File: src/design/mwm_pkg.sv
// ----------------------------------------------------------------------------
// Mecanum wheel mixer package
// Shared widths, wheel indexes and the control bundle that travels with each
// request through the pipeline.
// ----------------------------------------------------------------------------
package mwm_pkg;

  // Default fraction bits of a command (Q1.15).
  localparam int DEF_CMD_FRAC_BITS = 15;

  // Fixed field widths.
  localparam int CMD_W      = 16;
  localparam int SUM_W      = CMD_W + 2;   // three commands added
  localparam int MAG_W      = CMD_W + 1;   // magnitude of a sum, at most 3 * 2^15
  localparam int QUOT_W     = 8;           // level magnitude 0..255
  localparam int LEVEL_W    = QUOT_W + 1;  // signed drive level
  localparam int NUM_WHEELS = 4;

  // Pipeline depth from request accept to result strobe.
  localparam int MIX_STAGES   = 3;
  localparam int PIPE_LATENCY = MIX_STAGES + QUOT_W + 1;

  // Wheel order inside every per-wheel vector.
  localparam int WHEEL_FL = 0;
  localparam int WHEEL_FR = 1;
  localparam int WHEEL_BL = 2;
  localparam int WHEEL_BR = 3;

  // Control that moves along with a request.
  typedef struct packed {
    logic                  valid;
    logic [NUM_WHEELS-1:0] neg;
  } stage_ctrl_t;

endpackage

File: src/design/mwm_mix.sv
// ----------------------------------------------------------------------------
// Mecanum wheel mixer front end
// Three stages: wheel sums, magnitudes with pairwise maxima, then the peak
// with its floor and the scaled dividends (magnitude times 255).
// ----------------------------------------------------------------------------
module mwm_mix #(
  parameter int CMD_FRAC_BITS = mwm_pkg::DEF_CMD_FRAC_BITS,
  localparam int PEAK_W = (CMD_FRAC_BITS + 1 > mwm_pkg::MAG_W) ?
                          CMD_FRAC_BITS + 1 : mwm_pkg::MAG_W,
  localparam int PROD_W = PEAK_W + mwm_pkg::QUOT_W
) (
  input  logic                                    clk,
  input  logic                                    rst,
  input  logic                                    in_valid,
  input  logic signed [mwm_pkg::CMD_W-1:0]        forward_cmd,
  input  logic signed [mwm_pkg::CMD_W-1:0]        strafe_cmd,
  input  logic signed [mwm_pkg::CMD_W-1:0]        turn_cmd,
  output mwm_pkg::stage_ctrl_t                    ctrl_out,
  output logic [PEAK_W-1:0]                       peak_out,
  output logic [PROD_W-1:0]                       prod_out [mwm_pkg::NUM_WHEELS]
);

  localparam int NW = mwm_pkg::NUM_WHEELS;

  // Stage 1 registers.
  logic                               valid1;
  logic signed [mwm_pkg::SUM_W-1:0]   sum1 [NW];

  // Stage 2 registers.
  logic                               valid2;
  logic [NW-1:0]                      neg2;
  logic [mwm_pkg::MAG_W-1:0]          mag2 [NW];
  logic [mwm_pkg::MAG_W-1:0]          max01;
  logic [mwm_pkg::MAG_W-1:0]          max23;

  // Extended command values.
  logic signed [mwm_pkg::SUM_W-1:0]   x_ext;
  logic signed [mwm_pkg::SUM_W-1:0]   y_ext;
  logic signed [mwm_pkg::SUM_W-1:0]   z_ext;
  logic signed [mwm_pkg::SUM_W-1:0]   abs_sum [NW];
  logic [PEAK_W-1:0]                  peak_floor;
  logic [PEAK_W-1:0]                  max_a;
  logic [PEAK_W-1:0]                  max_b;
  logic [PEAK_W-1:0]                  peak_next;

  assign x_ext = mwm_pkg::SUM_W'(forward_cmd);
  assign y_ext = mwm_pkg::SUM_W'(strafe_cmd);
  assign z_ext = mwm_pkg::SUM_W'(turn_cmd);

  // Stage 1: the four wheel sums.
  always_ff @(posedge clk) begin
    if (rst) begin
      valid1 <= 1'b0;
    end else begin
      valid1 <= in_valid;
    end
    sum1[mwm_pkg::WHEEL_FL] <= x_ext + y_ext + z_ext;
    sum1[mwm_pkg::WHEEL_FR] <= x_ext - y_ext - z_ext;
    sum1[mwm_pkg::WHEEL_BL] <= x_ext - y_ext + z_ext;
    sum1[mwm_pkg::WHEEL_BR] <= x_ext + y_ext - z_ext;
  end

  // Absolute value of each sum; the largest magnitude fits in MAG_W bits.
  always_comb begin
    for (int w = 0; w < NW; w++) begin
      abs_sum[w] = sum1[w][mwm_pkg::SUM_W-1] ? -sum1[w] : sum1[w];
    end
  end

  // Stage 2: magnitudes, signs and the first level of the maximum tree.
  always_ff @(posedge clk) begin
    if (rst) begin
      valid2 <= 1'b0;
    end else begin
      valid2 <= valid1;
    end
    for (int w = 0; w < NW; w++) begin
      mag2[w] <= abs_sum[w][mwm_pkg::MAG_W-1:0];
      neg2[w] <= sum1[w][mwm_pkg::SUM_W-1];
    end
    max01 <= (abs_sum[0][mwm_pkg::MAG_W-1:0] > abs_sum[1][mwm_pkg::MAG_W-1:0]) ?
             abs_sum[0][mwm_pkg::MAG_W-1:0] : abs_sum[1][mwm_pkg::MAG_W-1:0];
    max23 <= (abs_sum[2][mwm_pkg::MAG_W-1:0] > abs_sum[3][mwm_pkg::MAG_W-1:0]) ?
             abs_sum[2][mwm_pkg::MAG_W-1:0] : abs_sum[3][mwm_pkg::MAG_W-1:0];
  end

  // Final peak: the larger pair maximum, never below 1.0.
  assign peak_floor = {{(PEAK_W-1){1'b0}}, 1'b1} << CMD_FRAC_BITS;
  assign max_a      = PEAK_W'(max01);
  assign max_b      = PEAK_W'(max23);
  always_comb begin
    peak_next = (max_a > max_b) ? max_a : max_b;
    if (peak_floor > peak_next) begin
      peak_next = peak_floor;
    end
  end

  // Stage 3: peak and dividends mag * 255 = (mag << 8) - mag.
  always_ff @(posedge clk) begin
    if (rst) begin
      ctrl_out.valid <= 1'b0;
    end else begin
      ctrl_out.valid <= valid2;
    end
    ctrl_out.neg <= neg2;
    peak_out     <= peak_next;
    for (int w = 0; w < NW; w++) begin
      prod_out[w] <= (PROD_W'(mag2[w]) << mwm_pkg::QUOT_W) - PROD_W'(mag2[w]);
    end
  end

`ifndef SYNTHESIS
  // The peak never drops below the 1.0 floor.
  a_peak_floor: assert property (@(posedge clk) disable iff (rst)
    ctrl_out.valid |-> (peak_out >= peak_floor))
    else $error("peak below floor");

  // Every dividend is at most 255 times the peak, so the quotient fits 8 bits.
  a_prod_bound: assert property (@(posedge clk) disable iff (rst)
    ctrl_out.valid |->
      (prod_out[0] <= (PROD_W'(peak_out) << mwm_pkg::QUOT_W) - PROD_W'(peak_out)) &&
      (prod_out[1] <= (PROD_W'(peak_out) << mwm_pkg::QUOT_W) - PROD_W'(peak_out)) &&
      (prod_out[2] <= (PROD_W'(peak_out) << mwm_pkg::QUOT_W) - PROD_W'(peak_out)) &&
      (prod_out[3] <= (PROD_W'(peak_out) << mwm_pkg::QUOT_W) - PROD_W'(peak_out)))
    else $error("dividend exceeds 255 times peak");

  // A negative sum always has a nonzero magnitude.
  a_neg_nonzero: assert property (@(posedge clk) disable iff (rst)
    valid2 |-> ((!neg2[0] || mag2[0] != '0) && (!neg2[1] || mag2[1] != '0) &&
                (!neg2[2] || mag2[2] != '0) && (!neg2[3] || mag2[3] != '0)))
    else $error("negative sum with zero magnitude");
`endif

endmodule

File: src/design/mwm_div.sv
// ----------------------------------------------------------------------------
// Mecanum wheel mixer divider
// Pipelined restoring divider, four lanes sharing one divisor (the peak).
// Each stage settles one quotient bit, most significant first.
// ----------------------------------------------------------------------------
module mwm_div #(
  parameter int CMD_FRAC_BITS = mwm_pkg::DEF_CMD_FRAC_BITS,
  localparam int PEAK_W = (CMD_FRAC_BITS + 1 > mwm_pkg::MAG_W) ?
                          CMD_FRAC_BITS + 1 : mwm_pkg::MAG_W,
  localparam int PROD_W = PEAK_W + mwm_pkg::QUOT_W
) (
  input  logic                        clk,
  input  logic                        rst,
  input  mwm_pkg::stage_ctrl_t        ctrl_in,
  input  logic [PEAK_W-1:0]           peak_in,
  input  logic [PROD_W-1:0]           prod_in [mwm_pkg::NUM_WHEELS],
  output mwm_pkg::stage_ctrl_t        ctrl_out,
  output logic [mwm_pkg::QUOT_W-1:0]  quot_out [mwm_pkg::NUM_WHEELS]
);

  localparam int NW = mwm_pkg::NUM_WHEELS;
  localparam int QW = mwm_pkg::QUOT_W;

  // Stage 0 is the input; stage QW holds the finished quotients.
  mwm_pkg::stage_ctrl_t ctrl_s [QW+1];
  logic [PEAK_W-1:0]    peak_s [QW+1];
  logic [PROD_W-1:0]    rem_s  [QW+1][NW];
  logic [QW-1:0]        quot_s [QW+1][NW];

  assign ctrl_s[0] = ctrl_in;
  assign peak_s[0] = peak_in;
  always_comb begin
    for (int w = 0; w < NW; w++) begin
      rem_s[0][w]  = prod_in[w];
      quot_s[0][w] = '0;
    end
  end

  for (genvar s = 0; s < QW; s++) begin : g_stage
    localparam int SHIFT = QW - 1 - s;

    logic [PROD_W-1:0] dshift;
    logic [PROD_W:0]   trial [NW];

    // Trial subtraction of the shifted divisor in every lane.
    assign dshift = PROD_W'(peak_s[s]) << SHIFT;
    always_comb begin
      for (int w = 0; w < NW; w++) begin
        trial[w] = {1'b0, rem_s[s][w]} - {1'b0, dshift};
      end
    end

    // Keep the difference when it did not borrow and record the bit.
    always_ff @(posedge clk) begin
      if (rst) begin
        ctrl_s[s+1].valid <= 1'b0;
      end else begin
        ctrl_s[s+1].valid <= ctrl_s[s].valid;
      end
      ctrl_s[s+1].neg <= ctrl_s[s].neg;
      peak_s[s+1]     <= peak_s[s];
      for (int w = 0; w < NW; w++) begin
        if (!trial[w][PROD_W]) begin
          rem_s[s+1][w] <= trial[w][PROD_W-1:0];
        end else begin
          rem_s[s+1][w] <= rem_s[s][w];
        end
        quot_s[s+1][w] <= {quot_s[s][w][QW-2:0], !trial[w][PROD_W]};
      end
    end
  end

  assign ctrl_out = ctrl_s[QW];
  always_comb begin
    for (int w = 0; w < NW; w++) begin
      quot_out[w] = quot_s[QW][w];
    end
  end

`ifndef SYNTHESIS
  // After the last stage every remainder is below the divisor.
  a_rem_below_peak: assert property (@(posedge clk) disable iff (rst)
    ctrl_s[QW].valid |->
      (rem_s[QW][0] < PROD_W'(peak_s[QW])) && (rem_s[QW][1] < PROD_W'(peak_s[QW])) &&
      (rem_s[QW][2] < PROD_W'(peak_s[QW])) && (rem_s[QW][3] < PROD_W'(peak_s[QW])))
    else $error("divider remainder not reduced");

  // A zero dividend gives a zero quotient.
  a_zero_quot: assert property (@(posedge clk) disable iff (rst)
    (ctrl_s[0].valid && rem_s[0][0] == '0) |-> ##8 (quot_s[QW][0] == '0))
    else $error("zero dividend gave nonzero quotient");

  // The divisor is never zero while a request is in the divider.
  a_peak_nonzero: assert property (@(posedge clk) disable iff (rst)
    ctrl_s[QW].valid |-> (peak_s[QW] != '0))
    else $error("zero divisor");
`endif

endmodule

File: src/design/mecanum_wheel_mixer_top.sv
// Path: a request accepted at one clock edge shows its result with done high
// after 3 mixing stages, 8 divider stages and 1 output register.
// Throughput: one request per cycle; busy is always low and the pipeline never stalls.
// The latency is set mostly by the 8-stage restoring divider, one quotient bit per stage.
// Reset (rst, synchronous) clears all valid bits; requests in flight are dropped.
// ----------------------------------------------------------------------------
// Mecanum wheel mixer top level
// Mixes forward, strafe and turn commands into four wheel levels normalized
// to the largest wheel magnitude (floor 1.0) and scaled to -255..255.
// ----------------------------------------------------------------------------
module mecanum_wheel_mixer_top #(
  parameter int CMD_FRAC_BITS = mwm_pkg::DEF_CMD_FRAC_BITS
) (
  input  logic                                 clk,
  input  logic                                 rst,
  input  logic                                 start,
  output logic                                 busy,
  input  logic signed [mwm_pkg::CMD_W-1:0]     forward_cmd,
  input  logic signed [mwm_pkg::CMD_W-1:0]     strafe_cmd,
  input  logic signed [mwm_pkg::CMD_W-1:0]     turn_cmd,
  output logic                                 done,
  output logic signed [mwm_pkg::LEVEL_W-1:0]   front_left_level,
  output logic signed [mwm_pkg::LEVEL_W-1:0]   front_right_level,
  output logic signed [mwm_pkg::LEVEL_W-1:0]   back_left_level,
  output logic signed [mwm_pkg::LEVEL_W-1:0]   back_right_level
);

  localparam int PEAK_W = (CMD_FRAC_BITS + 1 > mwm_pkg::MAG_W) ?
                          CMD_FRAC_BITS + 1 : mwm_pkg::MAG_W;
  localparam int PROD_W = PEAK_W + mwm_pkg::QUOT_W;
  localparam int NW     = mwm_pkg::NUM_WHEELS;

  mwm_pkg::stage_ctrl_t         mix_ctrl;
  logic [PEAK_W-1:0]            mix_peak;
  logic [PROD_W-1:0]            mix_prod [NW];
  mwm_pkg::stage_ctrl_t         div_ctrl;
  logic [mwm_pkg::QUOT_W-1:0]   div_quot [NW];
  logic [mwm_pkg::LEVEL_W-1:0]  level_next [NW];

  // The pipeline takes a request every cycle.
  assign busy = 1'b0;

  mwm_mix #(
    .CMD_FRAC_BITS (CMD_FRAC_BITS)
  ) u_mix (
    .clk         (clk),
    .rst         (rst),
    .in_valid    (start),
    .forward_cmd (forward_cmd),
    .strafe_cmd  (strafe_cmd),
    .turn_cmd    (turn_cmd),
    .ctrl_out    (mix_ctrl),
    .peak_out    (mix_peak),
    .prod_out    (mix_prod)
  );

  mwm_div #(
    .CMD_FRAC_BITS (CMD_FRAC_BITS)
  ) u_div (
    .clk      (clk),
    .rst      (rst),
    .ctrl_in  (mix_ctrl),
    .peak_in  (mix_peak),
    .prod_in  (mix_prod),
    .ctrl_out (div_ctrl),
    .quot_out (div_quot)
  );

  // Apply each wheel's sign to its quotient; truncation is toward zero.
  always_comb begin
    for (int w = 0; w < NW; w++) begin
      level_next[w] = div_ctrl.neg[w] ? -{1'b0, div_quot[w]} : {1'b0, div_quot[w]};
    end
  end

  // Output register and result strobe.
  always_ff @(posedge clk) begin
    if (rst) begin
      done <= 1'b0;
    end else begin
      done <= div_ctrl.valid;
    end
    front_left_level  <= level_next[mwm_pkg::WHEEL_FL];
    front_right_level <= level_next[mwm_pkg::WHEEL_FR];
    back_left_level   <= level_next[mwm_pkg::WHEEL_BL];
    back_right_level  <= level_next[mwm_pkg::WHEEL_BR];
  end

`ifndef SYNTHESIS
  // Every accepted request produces a result after the fixed latency.
  a_latency: assert property (@(posedge clk) disable iff (rst)
    (start && !busy) |-> ##(mwm_pkg::PIPE_LATENCY) done)
    else $error("result missing after pipeline latency");

  // Levels never reach -256.
  a_level_range: assert property (@(posedge clk) disable iff (rst)
    done |-> (front_left_level != 9'sh100) && (front_right_level != 9'sh100) &&
             (back_left_level != 9'sh100) && (back_right_level != 9'sh100))
    else $error("drive level out of range");

  // A zero command gives four zero levels.
  a_zero_cmd: assert property (@(posedge clk) disable iff (rst)
    (start && forward_cmd == '0 && strafe_cmd == '0 && turn_cmd == '0) |->
      ##(mwm_pkg::PIPE_LATENCY)
      (front_left_level == '0 && front_right_level == '0 &&
       back_left_level == '0 && back_right_level == '0))
    else $error("zero command gave nonzero level");
`endif

endmodule
File: config.mk
export PLATFORM = sky130hd
export DESIGN_NAME = mecanum_wheel_mixer_top
export DESIGN_NICKNAME = d
export VERILOG_FILES = /design/src/design/mwm_pkg.sv /design/src/design/mwm_mix.sv /design/src/design/mwm_div.sv /design/src/design/mecanum_wheel_mixer_top.sv
export SDC_FILE = /design/constraint.sdc
export NUM_CORES = 2
export LEC_CHECK = 0
export BUFFER_PORTS_ARGS = -buffer_cell sky130_fd_sc_hd__buf_2
export CORE_MARGIN = 5
export CORE_UTILIZATION = 55
export CTS_BUF_LIST = sky130_fd_sc_hd__clkbuf_8
export CTS_CLUSTER_DIAMETER = 50
export CTS_CLUSTER_SIZE = 14
export DETAILED_ROUTE_END_ITERATION = 8
export PLACE_DENSITY = 0.74
export SLEW_MARGIN = 40
export SYNTH_ARGS = -nofsm -noshare
export SYNTH_HDL_FRONTEND = slang
export SYNTH_SLANG_ARGS = --single-unit
File: constraint.sdc
create_clock -name clk -period 4.31 [get_ports clk]
set_input_delay 0.6465 -clock clk [delete_from_list [all_inputs] [get_ports clk]]
set_output_delay 0.6465 -clock clk [all_outputs]
set_load 0.02 [all_outputs]
==> impl_metrics.ini <==
[timing]
setup_slack_ns = 0.259
fin_worst_skew_ns = 0.0493
rsz0062_at_grt = false
timing.setup.tns_ns = 0
fin_crit_sh = 0.940
setup_viol = 0
slew_headroom = 0.364
drv_slew = 0
timing.fmax_ghz = 0.247
period_minus_slack_ns = 4.05
finalHoldViolCount = 0
worst_pin_slew_ns = 0.952

[place]
pre_cts_slack_ns = -0.584
dp_hpwl_um = 149000
place_congestion = 0.994
numPortBuffers = 87

[synth]
synth_flop_cell = dfxtp_1
netlist_area_sq_um = 67300
synth-edff-count = 0
ys_seq_area_frac = 0.393
synth_nets = 8065
syn_area_per_cell_sq_um = 9.29
netlist-cell-type-count = 103
ys_ff_latch = 1322
syn_inst = 7241
async_flop_share = 0
ys_warn_count = 0

[grt]
grt_usage = 0.274
grt_overflow = 0
grt_pass1_vias = 51559
grt_max_degree = 35
antenna_found_initial = 4
grt_pass1_wl_um = 281000

[clocking]
cts_sinks = 1322
cts_tree = built
cts_setup_buffers = 0
clockBufferDepth = 3
htreeDepth = 4
clock_latency_ns = 0.91
cts_buffers = 140
clkTransAtPathRegs_ns = 0.09
clockRootBuffer = clkbuf_8

[setup_path]
r2r-start = u_mix.sum1[1][0]
reg2regPathDepth = 15
critPathArrivalTime_ns = 4.85
startpoint = forward_cmd[0]
endpoint_kind = flip-flop
startpoint_type = primary input
ff2ff_setup_slack_ns = 0.30
required_ns = 5.11
worstPathMaxFanout = 2
crit_type = in -> reg
rr_endpoint = u_mix.max23[8]

[finish]
final_cell_mix = dfxtp_1, ha_1, nor2_1
area_growth_pct = 9.68
drive_gt1_frac = 0.102
nNetsFinal = 8366
final_common_cell = dfxtp_1

[route]
drt_iter0_drc = 3792
wl_per_cell_um = 19.7
via_count = 52194
ant_nets = 0
wl_um = 182000
firstDrtPassIters = 8
post-route-drc-count = 0
vias_per_cell = 5.63

[worst_hold_path]
holdPathEnd = u_mix.sum1[0][1]
hold_depth = 2
hold_start = turn_cmd[1]
hold_class = in -> reg

[floorplanning]
core_sq_um = 122000
die-area_sq_um = 129000
ios = 89
die-width_um = 360
die_y_um = 360
initial_core_util = 0.553
rows = 128

[run_status]
status = completed

[job]
drv_cap = 0
## through the flow
stage,util,hold WS (ns),area [sq um],instances
after floorplan,-,0.310,67300,7241
after global placement,0.582,0.310,70800,9021
after detailed placement,0.582,0.312,70800,9021
after CTS,0.606,0.0378,73800,9258
after global routing,0.606,0.0905,73800,9259
final,0.606,0.111,73800,9265
## critical path: stages
cell,delay [ns]
buf_2,0.09
inv_1,0.04
ha_1,0.22
fa_1,0.40
nor2b_1,0.16
o21ai_0,0.16
a21boi_0,0.27
o21ai_0,0.19
a21oi_1,0.29
buf_4,0.17
xor2_1,0.22
ha_1,0.29
nor2_1,0.18
nand2_1,0.07
a211oi_1,0.30
buf_4,0.19
nor3_1,0.05
buf_4,0.15
o41ai_1,0.37
buf_4,0.18
nand2b_1,0.05
a22o_1,0.17
## flip-flops by register name, summed over array words and instances, names as in the netlist, 4 cells and up
signal / cells
u_div.rem_s: 686
u_div.g_stage.dshift: 119
u_div.quot_s: 112
u_mix.prod_out: 98
u_mix.sum1: 70
u_mix.mag2: 66
u_div.ctrl_s: 35
u_div.quot_out: 32
u_mix.max01: 17
u_mix.max23: 17
u_mix.peak_out: 17
back_left_level: 9
back_right_level: 9
front_left_level: 9
front_right_level: 9
u_div.ctrl_out: 5
u_mix.ctrl_out: 5
u_mix.neg2: 4
## cells by family (layout without fill, tap and decap cells)
group | after synthesis | count (layout) | share of synthesized area
other cells | 1 | 8 | 0.0000557
mux | 235 | 235 | 0.0390
xor+xnor | 631 | 631 | 0.0821
compound gates | 1740 | 1740 | 0.165
simple gates | 1927 | 1927 | 0.138
flops | 1322 | 1322 | 0.393
fa+ha+maj | 773 | 773 | 0.148
buf+inv | 612 | 1004 | 0.0352
## cells in the mapped netlist, drive strengths merged, types with 12 or more instances
master | instances | area [sq um]
a21boi | 29 | 218
o31a | 32 | 280
xor2 | 242 | 2120
inv | 495 | 1860
a21oi | 492 | 2480
fa | 34 | 681
xnor2 | 389 | 3410
o21ai | 453 | 2270
nor2 | 549 | 2060
nor4 | 48 | 313
nor2b | 130 | 813
o41ai | 26 | 258
a31oi | 41 | 272
clkbuf | 78 | 293
or4 | 25 | 188
o22ai | 12 | 75.1
and3 | 28 | 175
and2 | 31 | 194
a22o | 14 | 123
nand3 | 100 | 500
o31ai | 78 | 596
a21o | 150 | 1130
mux2 | 195 | 2230
o21a | 130 | 976
nand3b | 17 | 128
nor3 | 198 | 1010
or2 | 44 | 275
mux2i | 40 | 400
or3 | 65 | 407
a41oi | 14 | 130
o21bai | 32 | 240
o211ai | 34 | 265
nand2 | 492 | 1850
nand4 | 42 | 263
buf | 38 | 215
a211oi | 61 | 458
nand2b | 128 | 801
ha | 739 | 9250
o2111ai | 19 | 166
dfxtp | 1322 | 26500
## repair_timing
item / in CTS / in global routing
setup endpoints to repair: 0 / 1
hold buffers: 4 / 0
gates resized for setup: 0 / 1
hold endpoints to repair: 13 / 0
## how the worst max path moves through the flow
stage / cells after the start / slack (ns) / endpoint
floorplan: 16 / 0.04 / u_mix.sum1[1][17]
global placement: 19 / -0.51 / u_mix.sum1[2][17]
detailed placement: 22 / -0.58 / u_mix.sum1[2][17]
CTS: 15 / 0.30 / u_mix.max23[8]
global route: 22 / 0.04 / u_mix.sum1[2][17]
finish: 22 / 0.26 / u_mix.sum1[2][17]
## layer usage
metal,global-route usage,share of wire,vias up,wire (um)
met5,0,0.00020,-,37
met4,0.211,0.091,4,16500
met3,0.0401,0.047,540,8580
met2,0.467,0.46,1549,84500
met1,0.311,0.40,24032,72600
li1,-,-,26069,-
## area by class of cell
class,count,area [sq um]
clock inverters,71,709
inverters,496,1860
clock buffers,162,2230
repair buffers,275,1960
fillers,10369,47900
diodes,7,17.5
multi-input cells,5307,38500
well taps,1625,2030
flip-flops and latches,1322,26500
Power is left out: the tool's default activity adds up to more than one toggle a clock period on the data nets, which glitch-free logic cannot reach.
